### config.mk
export PLATFORM = sky130hd
export DESIGN_NAME = sensor_link_fault_detector_flat
export DESIGN_NICKNAME = d
export VERILOG_FILES = /design/src/slfd_pkg.sv /design/src/slfd_ifs.sv /design/src/slfd_cfg_regs.sv /design/src/slfd_in_stage.sv /design/src/slfd_core.sv /design/src/slfd_out_stage.sv /design/src/sensor_link_fault_detector.sv /design/src/flat_wrapper.sv
export SDC_FILE = /design/constraint.sdc
export NUM_CORES = 1
export LEC_CHECK = 0
export BUFFER_PORTS_ARGS = -buffer_cell sky130_fd_sc_hd__buf_2
export CAP_MARGIN = 20
export CORE_MARGIN = 5
export CORE_UTILIZATION = 40
export DETAILED_ROUTE_END_ITERATION = 16
export PLACE_DENSITY = 0.6
export SLEW_MARGIN = 25
export SYNTH_ARGS = -nofsm -noshare
export SYNTH_HDL_FRONTEND = slang
export SYNTH_SLANG_ARGS = --single-unit
### constraint.sdc
create_clock -name clk_i -period 7.1 [get_ports clk_i]
set_input_delay 0 -clock clk_i [delete_from_list [all_inputs] [get_ports clk_i]]
set_output_delay 0 -clock clk_i [all_outputs]
set_load 0.03 [all_outputs]
### src/slfd_pkg.sv
// Shared constants, register indexes and types of the sensor link fault detector.
package slfd_pkg;

  // History window size and the widths that follow from it.
  localparam int MAX_WINDOW = 32;
  localparam int FILL_W     = $clog2(MAX_WINDOW + 1);
  localparam int IDX_W      = $clog2(MAX_WINDOW);

  // Register field widths.
  localparam int BLOCK_THR_W   = 8;
  localparam int RECOVER_THR_W = 5;
  localparam int WINDOW_LEN_W  = 5;
  localparam int COUNT_W       = 8;

  // Common width for comparing window counts against register values.
  localparam int CMP_W = (FILL_W > RECOVER_THR_W) ? FILL_W : RECOVER_THR_W;

  // Configuration port.
  localparam int CFG_IDX_W  = 2;
  localparam int CFG_DATA_W = 8;

  typedef enum logic [CFG_IDX_W-1:0] {
    CFG_BLOCK_THR   = 2'd0,
    CFG_RECOVER_THR = 2'd1,
    CFG_WINDOW_LEN  = 2'd2
  } cfg_idx_e;

  // Register values after reset.
  localparam logic [BLOCK_THR_W-1:0]   BLOCK_THR_RST   = 8'd6;
  localparam logic [RECOVER_THR_W-1:0] RECOVER_THR_RST = 5'd17;
  localparam logic [WINDOW_LEN_W-1:0]  WINDOW_LEN_RST  = 5'd22;

  typedef struct packed {
    logic [BLOCK_THR_W-1:0]   block_thr;
    logic [RECOVER_THR_W-1:0] recover_thr;
    logic [WINDOW_LEN_W-1:0]  window_len;
  } cfg_t;

  typedef struct packed {
    logic fault_active;
    logic frame_accepted;
    logic fault_entered;
    logic fault_recovered;
  } status_t;

endpackage

### src/slfd_ifs.sv
// Handshake interfaces for the frame request and the status result channels.
interface slfd_frame_if;
  logic valid;
  logic ready;
  logic frame_good;

  modport source (output valid, output frame_good, input ready);
  modport sink   (input valid, input frame_good, output ready);
endinterface

interface slfd_status_if;
  logic valid;
  logic ready;
  logic fault_active;
  logic frame_accepted;
  logic fault_entered;
  logic fault_recovered;

  modport source (output valid, output fault_active, output frame_accepted,
                  output fault_entered, output fault_recovered, input ready);
  modport sink   (input valid, input fault_active, input frame_accepted,
                  input fault_entered, input fault_recovered, output ready);
endinterface

### src/slfd_cfg_regs.sv
// Configuration registers of the sensor link fault detector.
module slfd_cfg_regs
  import slfd_pkg::*;
(
  input  logic                  clk_i,
  input  logic                  rst_ni,
  input  logic                  cfg_we_i,
  input  logic [CFG_IDX_W-1:0]  cfg_idx_i,
  input  logic [CFG_DATA_W-1:0] cfg_wdata_i,
  output cfg_t                  cfg_o
);

  cfg_t cfg_q, cfg_d;

  // Decode the register index; unknown indexes leave everything unchanged.
  always_comb begin
    cfg_d = cfg_q;
    if (cfg_we_i) begin
      case (cfg_idx_i)
        CFG_BLOCK_THR:   cfg_d.block_thr   = cfg_wdata_i[BLOCK_THR_W-1:0];
        CFG_RECOVER_THR: cfg_d.recover_thr = cfg_wdata_i[RECOVER_THR_W-1:0];
        CFG_WINDOW_LEN:  cfg_d.window_len  = cfg_wdata_i[WINDOW_LEN_W-1:0];
        default:         cfg_d = cfg_q;
      endcase
    end
  end

  always_ff @(posedge clk_i or negedge rst_ni) begin
    if (!rst_ni) begin
      cfg_q.block_thr   <= BLOCK_THR_RST;
      cfg_q.recover_thr <= RECOVER_THR_RST;
      cfg_q.window_len  <= WINDOW_LEN_RST;
    end else begin
      cfg_q <= cfg_d;
    end
  end

  assign cfg_o = cfg_q;

endmodule

### src/slfd_in_stage.sv
// Input register that holds one frame request until the core consumes it.
module slfd_in_stage
  import slfd_pkg::*;
(
  input  logic        clk_i,
  input  logic        rst_ni,
  slfd_frame_if.sink  frame_i,
  input  logic        advance_i,
  output logic        item_valid_o,
  output logic        frame_good_o
);

  logic valid_q, valid_d;
  logic good_q;
  logic take;

  // The register can take a new request when empty or when its item moves on.
  assign frame_i.ready = !valid_q || advance_i;
  assign take          = frame_i.valid && frame_i.ready;

  always_comb begin
    valid_d = valid_q;
    if (take) begin
      valid_d = 1'b1;
    end else if (advance_i) begin
      valid_d = 1'b0;
    end
  end

  always_ff @(posedge clk_i or negedge rst_ni) begin
    if (!rst_ni) begin
      valid_q <= 1'b0;
    end else begin
      valid_q <= valid_d;
    end
  end

  // Payload register needs no reset.
  always_ff @(posedge clk_i) begin
    if (take) begin
      good_q <= frame_i.frame_good;
    end
  end

  assign item_valid_o = valid_q;
  assign frame_good_o = good_q;

endmodule

### src/slfd_core.sv
// Fault detection state and next-state logic, one frame per advance.
module slfd_core
  import slfd_pkg::*;
(
  input  logic    clk_i,
  input  logic    rst_ni,
  input  cfg_t    cfg_i,
  input  logic    advance_i,
  input  logic    frame_good_i,
  output status_t status_o
);

  logic                  fault_q, fault_d;
  logic [COUNT_W-1:0]    count_q, count_d;
  logic [MAX_WINDOW-1:0] hist_q, hist_d;
  logic [FILL_W-1:0]     fill_q, fill_d;
  logic [FILL_W-1:0]     ones_q, ones_d;

  logic                  full;
  logic [MAX_WINDOW-1:0] bits_push, bits_c, bits_f;
  logic [FILL_W-1:0]     fill_push, fill_c, fill_f, fill_m1;
  logic [FILL_W-1:0]     ones_push, ones_c, ones_f;
  logic [IDX_W-1:0]      drop_idx;
  logic                  recover;
  logic                  shrink;
  logic [COUNT_W-1:0]    count_inc;
  logic                  enter;

  // Window path: push the new entry, test for recovery, then trim to length.
  // The ones count is kept alongside the window so no population count is needed.
  always_comb begin
    full      = (fill_q == FILL_W'(MAX_WINDOW));
    bits_push = {hist_q[MAX_WINDOW-2:0], frame_good_i};
    fill_push = full ? fill_q : fill_q + 1'b1;
    ones_push = ones_q - (full ? FILL_W'(hist_q[MAX_WINDOW-1]) : '0)
                + FILL_W'(frame_good_i);

    recover = frame_good_i && (CMP_W'(ones_push) > CMP_W'(cfg_i.recover_thr));

    bits_c = recover ? '0 : bits_push;
    fill_c = recover ? '0 : fill_push;
    ones_c = recover ? '0 : ones_push;

    fill_m1  = fill_c - 1'b1;
    drop_idx = fill_m1[IDX_W-1:0];
    shrink   = CMP_W'(fill_c) > CMP_W'(cfg_i.window_len);

    bits_f = bits_c;
    fill_f = fill_c;
    ones_f = ones_c;
    if (shrink) begin
      bits_f[drop_idx] = 1'b0;
      fill_f           = fill_m1;
      ones_f           = ones_c - FILL_W'(bits_c[drop_idx]);
    end
  end

  // Normal mode path: count blocked frames against the threshold.
  assign count_inc = count_q + 1'b1;
  assign enter     = !frame_good_i && (count_inc > cfg_i.block_thr);

  // Mode selection and result fields.
  always_comb begin
    fault_d  = fault_q;
    count_d  = count_q;
    hist_d   = hist_q;
    fill_d   = fill_q;
    ones_d   = ones_q;
    status_o = '0;
    if (fault_q) begin
      hist_d = bits_f;
      fill_d = fill_f;
      ones_d = ones_f;
      if (recover) begin
        fault_d                  = 1'b0;
        count_d                  = '0;
        status_o.fault_recovered = 1'b1;
      end
    end else if (frame_good_i) begin
      count_d                 = '0;
      status_o.frame_accepted = 1'b1;
    end else if (enter) begin
      count_d                = '0;
      fault_d                = 1'b1;
      status_o.fault_entered = 1'b1;
    end else begin
      count_d = count_inc;
    end
    status_o.fault_active = fault_d;
  end

  always_ff @(posedge clk_i or negedge rst_ni) begin
    if (!rst_ni) begin
      fault_q <= 1'b0;
      count_q <= '0;
      hist_q  <= '0;
      fill_q  <= '0;
      ones_q  <= '0;
    end else if (advance_i) begin
      fault_q <= fault_d;
      count_q <= count_d;
      hist_q  <= hist_d;
      fill_q  <= fill_d;
      ones_q  <= ones_d;
    end
  end

endmodule

### src/slfd_out_stage.sv
// Result register that holds one status result until the consumer takes it.
module slfd_out_stage
  import slfd_pkg::*;
(
  input  logic          clk_i,
  input  logic          rst_ni,
  input  logic          load_i,
  input  status_t       status_i,
  output logic          free_o,
  slfd_status_if.source status_o
);

  logic    valid_q, valid_d;
  status_t data_q;

  // Free when empty or when the held result is taken in this cycle.
  assign free_o = !valid_q || status_o.ready;

  always_comb begin
    valid_d = valid_q;
    if (load_i) begin
      valid_d = 1'b1;
    end else if (status_o.ready) begin
      valid_d = 1'b0;
    end
  end

  always_ff @(posedge clk_i or negedge rst_ni) begin
    if (!rst_ni) begin
      valid_q <= 1'b0;
    end else begin
      valid_q <= valid_d;
    end
  end

  always_ff @(posedge clk_i) begin
    if (load_i) begin
      data_q <= status_i;
    end
  end

  assign status_o.valid           = valid_q;
  assign status_o.fault_active    = data_q.fault_active;
  assign status_o.frame_accepted  = data_q.frame_accepted;
  assign status_o.fault_entered   = data_q.fault_entered;
  assign status_o.fault_recovered = data_q.fault_recovered;

endmodule

### src/sensor_link_fault_detector.sv
// Path: an accepted frame request is held in the input register, and its status is then
// loaded into the result register when that register is free.
// Throughput: one frame per cycle while the consumer takes each result.
// Reset: asynchronous, active low; normal mode, counters and window cleared,
// registers return to block 6, recover 17, window 22.
module sensor_link_fault_detector
  import slfd_pkg::*;
(
  input  logic                  clk_i,
  input  logic                  rst_ni,
  slfd_frame_if.sink            frame_i,
  slfd_status_if.source         status_o,
  input  logic                  cfg_we_i,
  input  logic [CFG_IDX_W-1:0]  cfg_idx_i,
  input  logic [CFG_DATA_W-1:0] cfg_wdata_i
);

  cfg_t    cfg;
  logic    item_valid;
  logic    frame_good;
  logic    out_free;
  logic    advance;
  status_t status;

  // An item moves from the input register to the result register when both allow it.
  assign advance = item_valid && out_free;

  slfd_cfg_regs u_cfg_regs (
    .clk_i       (clk_i),
    .rst_ni      (rst_ni),
    .cfg_we_i    (cfg_we_i),
    .cfg_idx_i   (cfg_idx_i),
    .cfg_wdata_i (cfg_wdata_i),
    .cfg_o       (cfg)
  );

  slfd_in_stage u_in_stage (
    .clk_i        (clk_i),
    .rst_ni       (rst_ni),
    .frame_i      (frame_i),
    .advance_i    (advance),
    .item_valid_o (item_valid),
    .frame_good_o (frame_good)
  );

  slfd_core u_core (
    .clk_i        (clk_i),
    .rst_ni       (rst_ni),
    .cfg_i        (cfg),
    .advance_i    (advance),
    .frame_good_i (frame_good),
    .status_o     (status)
  );

  slfd_out_stage u_out_stage (
    .clk_i    (clk_i),
    .rst_ni   (rst_ni),
    .load_i   (advance),
    .status_i (status),
    .free_o   (out_free),
    .status_o (status_o)
  );

endmodule
### src/flat_wrapper.sv
// flat-port wrapper written by rule: the top's interface ports become plain ports
module sensor_link_fault_detector_flat import slfd_pkg::*;
  (clk_i, rst_ni, cfg_we_i, cfg_idx_i, cfg_wdata_i, frame_i_valid, frame_i_frame_good, frame_i_ready, status_o_valid, status_o_fault_active, status_o_frame_accepted, status_o_fault_entered, status_o_fault_recovered, status_o_ready);
  slfd_frame_if frame_i_i ();
  slfd_status_if status_o_i ();
  input  logic clk_i;
  input  logic rst_ni;
  input  logic cfg_we_i;
  input  logic [CFG_IDX_W-1:0] cfg_idx_i;
  input  logic [CFG_DATA_W-1:0] cfg_wdata_i;
  input wire logic [$bits(frame_i_i.valid)-1:0] frame_i_valid;
  input wire logic [$bits(frame_i_i.frame_good)-1:0] frame_i_frame_good;
  output wire logic [$bits(frame_i_i.ready)-1:0] frame_i_ready;
  output wire logic [$bits(status_o_i.valid)-1:0] status_o_valid;
  output wire logic [$bits(status_o_i.fault_active)-1:0] status_o_fault_active;
  output wire logic [$bits(status_o_i.frame_accepted)-1:0] status_o_frame_accepted;
  output wire logic [$bits(status_o_i.fault_entered)-1:0] status_o_fault_entered;
  output wire logic [$bits(status_o_i.fault_recovered)-1:0] status_o_fault_recovered;
  input wire logic [$bits(status_o_i.ready)-1:0] status_o_ready;
  assign frame_i_i.valid = frame_i_valid;
  assign frame_i_i.frame_good = frame_i_frame_good;
  assign frame_i_ready = frame_i_i.ready;
  assign status_o_valid = status_o_i.valid;
  assign status_o_fault_active = status_o_i.fault_active;
  assign status_o_frame_accepted = status_o_i.frame_accepted;
  assign status_o_fault_entered = status_o_i.fault_entered;
  assign status_o_fault_recovered = status_o_i.fault_recovered;
  assign status_o_i.ready = status_o_ready;
  sensor_link_fault_detector u_core (.clk_i(clk_i), .rst_ni(rst_ni), .frame_i(frame_i_i), .status_o(status_o_i), .cfg_we_i(cfg_we_i), .cfg_idx_i(cfg_idx_i), .cfg_wdata_i(cfg_wdata_i));
endmodule
==> results.txt <==
Clock tree from TritonCTS - done
Number of global-route vias before repair - 4019
Endpoints failing hold - 0
Number of library cell types mapped by synthesis - 72
Most common cell type on the critical path - sky130_fd_sc_hd__ha_1
Detailed Place HPWL - 8220 um
Full die area - 15400 um2
Tightest Hold Check Type - in -> reg
Synthesized instance count - 528
Crit path capture type - register
Sequential cell area fraction in the yosys report - 38.1%
Maximum fanout along the worst path - 9
Die width - 124 um
Detailed-route via count - 4029
Syn Nets - 578
Normalized max-slew margin - 43.1%
Number of synthesized flops with an enable pin - 5
First-pass detailed-route iteration total - 5
Vias/cell - 5.47
CTS clock-pin slew for the worst setup and hold paths - 0.06 ns
Minimum hold slack - 0.127 ns
Routability-driven placement congestion ratio - 0.810
Overflow left after global routing - 0
Fin crit period - 6.59 ns
DRC marker count from the first detailed-route iteration - 278
Slew at the pin closest to its max-slew limit - 0.853 ns
Total power per unit cell area - 489 nW/um2
Final total negative setup slack - 0 ns
Net count of the finished layout - 610
Number of buffers created by CTS - 9
Cell type of the slowest stage on the worst timing path - sky130_fd_sc_hd__or4b_4
Post-detailed-route DRC marker count - 0
Status - finished clean
Diodes inserted - 0
Delay contributed by the slowest stage of the critical path - 0.49 ns
Routed WL per cell - 16.3 um
Worst Path Class, Setup - reg -> reg
Number of antenna violations at the first check in global routing - 0
Setup repair after global routing missed its margin - false
Global-route wire length before repair - 20400 um
Total count of max-transition violations in the final report - 0
Number of port buffers - 21
Signed area change from the synthesized netlist to the final layout - 14.1%
CTS root buffer - sky130_fd_sc_hd__clkbuf_16
Async set or reset register ratio after synthesis - 93.6%
Total wirelength of the detailed-routed design - 12000 um
Required time of the critical path - 7.27 ns
All-layer global routing usage - 16.8%
Area of the core region - 12700 um2
Average size of a mapped cell - 9.86 um2
Placement Rows - 41
Share of post-route cells with drive strength above 1 - 18.1%
Static leakage - 2.65 nW
Number of warnings issued by yosys - 0
Flop and latch count out of synthesis - 78
Count of pins on the block boundary - 22
Design Power - 0.00290 W
H-tree lvl count - 3
Clock tree skew after final layout - 0.0102 ns
Fraction of the cycle the final worst path needs - 92.8%
CP Launch Type - register
Worst supply voltage drop on vdd - 0.240 mV
Fmax - 152 MHz
Pin count of the biggest net entering global routing - 74
Clock tree buffer depth - 2
Maxcap violations - 0
Vertical extent of the die - 124 um
Effective utilization at floorplan - 41.1%
Clock latency on the worst-skew pair - 0.33 ns
Arr. time, crit path - 6.76 ns
Synth Cell Area - 5200 um2
Count of final setup violators - 0
Post-detailed-route count of antenna-violating nets - 0
TritonCTS sink count - 78
Ys flop type - sky130_fd_sc_hd__dfrtp_1
==> cells by family (layout without fill, tap and decap cells) <==
kind of cell	after synthesis	count (layout)	share of synthesized area (%)
and+or+nand+nor	180	180	18.5
AOI/OAI and AO/OA	130	130	18.4
buffers and inverters	57	94	4.74
muxes	29	29	8.08
adders and majority gates	34	34	8.32
DFF	78	78	38.1
xor gates and xnor gates	20	20	3.80
==> through the flow <==
stage | worst slack [ns] | std cells | area, um2 | utilization [%]
detailed placement | 0.257 | 702 | 5460 | 43.1
CTS | 0.239 | 731 | 5870 | 46.3
finish | 0.508 | 737 | 5940 | 46.9
floorplan | 0.804 | 528 | 5200 | -
global route | 0.0146 | 737 | 5940 | 46.9
global placement | 0.531 | 702 | 5450 | 43.0
==> cell type report <==
| type | count | area, um2 |
|---|---|---|
| multi-input combinational | 393 | 3000 |
| fill | 1182 | 6730 |
| tap | 172 | 215 |
| sequential | 78 | 1990 |
| clock buffer | 15 | 278 |
| clock inverter | 1 | 5.00 |
| timing repair buffer | 48 | 344 |
| inverter | 30 | 113 |
==> registers in the layout, indices dropped and copies added, names as in the netlist <==
signal / cells
u_core.u_out_stage.status_o.fault_active: 1
u_core.u_core.fill_q: 6
u_core.u_cfg_regs.cfg_o: 18
u_core.u_out_stage.status_o.fault_entered: 1
u_core.u_in_stage.item_valid_o: 1
u_core.u_in_stage.frame_good_o: 1
u_core.u_out_stage.status_o.valid: 1
u_core.u_core.count_q: 8
u_core.u_core.fault_q: 1
u_core.u_out_stage.status_o.fault_recovered: 1
u_core.u_core.ones_q: 6
u_core.u_core.hist_q: 32
u_core.u_out_stage.status_o.frame_accepted: 1
==> critical path: cells and delay by family, from the launching register on <==
kind	cells	cell delay (ns)
adder cells (fa/ha/maj)	8	2.01
AND/OR/NAND/NOR	10	1.88
AO/OA/AOI/OAI	8	1.15
flip-flops	1	0.47
multiplexers	2	0.37
buffers and inverters	3	0.31
XOR/XNOR	1	0.24
==> layout by cell type (no fill, tap or decap), types with 9 or more instances in the layout <==
| cell | n |
|---|---|
| sky130_fd_sc_hd__a21oi_1 | 11 |
| sky130_fd_sc_hd__a22o_1 | 16 |
| sky130_fd_sc_hd__and3_1 | 13 |
| sky130_fd_sc_hd__buf_2 | 21 |
| sky130_fd_sc_hd__buf_4 | 13 |
| sky130_fd_sc_hd__clkbuf_16 | 9 |
| sky130_fd_sc_hd__dfrtp_1 | 66 |
| sky130_fd_sc_hd__dlygate4sd3_1 | 13 |
| sky130_fd_sc_hd__ha_1 | 33 |
| sky130_fd_sc_hd__inv_1 | 30 |
| sky130_fd_sc_hd__mux2_2 | 15 |
| sky130_fd_sc_hd__nand2_1 | 67 |
| sky130_fd_sc_hd__nand3_1 | 14 |
| sky130_fd_sc_hd__nand4_1 | 10 |
| sky130_fd_sc_hd__nor2_1 | 24 |
| sky130_fd_sc_hd__o21ai_0 | 30 |
| sky130_fd_sc_hd__o21ai_1 | 11 |
| sky130_fd_sc_hd__o311ai_1 | 10 |
==> worst paths after layout <==
path,from,end,slack (ns),cells past startpoint
min in group asynchronous,rst_ni,u_core.u_cfg_regs.cfg_o[14],0.34,3
max in group asynchronous,rst_ni,u_core.u_core.hist_q[14],6.30,3
hold / removal,cfg_idx_i[1],u_core.u_cfg_regs.cfg_o[12],0.13,5
setup / recovery,u_core.u_core.fill_q[0],u_core.u_core.ones_q[4],0.51,32
setup reg to reg,u_core.u_core.fill_q[0],u_core.u_core.ones_q[4],0.51,32
hold reg to reg,u_core.u_core.hist_q[3],u_core.u_core.hist_q[3],0.50,2
==> power breakdown <==
group | leakage [nW] | switching [W] | internal [W]
Combinational | 1.50 | 0.00119 | 0.000687
Clock | 0.140 | 0.000171 | 0.000265
Sequential | 1.00 | 0.0000724 | 0.000518
==> cells in the mapped netlist, types with 3 or more instances <==
cell type                   number  area share, %
sky130_fd_sc_hd__nand2_1        68            4.9
sky130_fd_sc_hd__dfrtp_1        66             32
sky130_fd_sc_hd__ha_1           33            7.9
sky130_fd_sc_hd__inv_1          30            2.2
sky130_fd_sc_hd__o21ai_0        30            2.9
sky130_fd_sc_hd__nor2_1         25            1.8
sky130_fd_sc_hd__clkbuf_1       18            1.3
sky130_fd_sc_hd__a22o_1         16            2.7
sky130_fd_sc_hd__mux2_2         15            3.2
sky130_fd_sc_hd__nand3_1        14            1.3
sky130_fd_sc_hd__and3_1         13            1.6
sky130_fd_sc_hd__a21oi_1        11            1.1
sky130_fd_sc_hd__o21ai_1        11            1.1
sky130_fd_sc_hd__nand4_1        10            1.2
sky130_fd_sc_hd__o311ai_1       10            1.7
sky130_fd_sc_hd__xor2_1          9            1.5
sky130_fd_sc_hd__nand2b_1        8           0.96
sky130_fd_sc_hd__o2111ai_1       8            1.3
sky130_fd_sc_hd__xnor2_1         8            1.3
sky130_fd_sc_hd__a21o_1          7            1.0
sky130_fd_sc_hd__and2_1          7           0.84
sky130_fd_sc_hd__dfstp_2         7            3.5
sky130_fd_sc_hd__nor2b_1         7           0.84
sky130_fd_sc_hd__mux2i_1         6            1.2
sky130_fd_sc_hd__nor3_1          6           0.58
sky130_fd_sc_hd__buf_2           5           0.48
sky130_fd_sc_hd__edfxtp_1        5            2.9
sky130_fd_sc_hd__mux4_2          5            2.2
sky130_fd_sc_hd__o211ai_1        5           0.72
sky130_fd_sc_hd__a211oi_1        3           0.43
sky130_fd_sc_hd__and4_1          3           0.50
sky130_fd_sc_hd__mux4_1          3            1.5
sky130_fd_sc_hd__nand3b_1        3           0.43
sky130_fd_sc_hd__o21a_1          3           0.43
==> layer usage <==
layer	part of all wire (%)	track usage (%)	routed length, um
met1	48	23.7	5710
met2	48	26.5	5710
met3	3.3	3.18	399
met4	1.5	4.65	178
met5	0	0	0
==> repair_timing <==
action / CTS / global route
endpoints found under the setup margin: 0 / 5
endpoints found under the hold margin: 88 / 0
resized for setup: 0 / 3
buffers inserted: 0 / 6
hold buffers: 13 / 0
No activity file was read; power rests on OpenSTA's default activity.
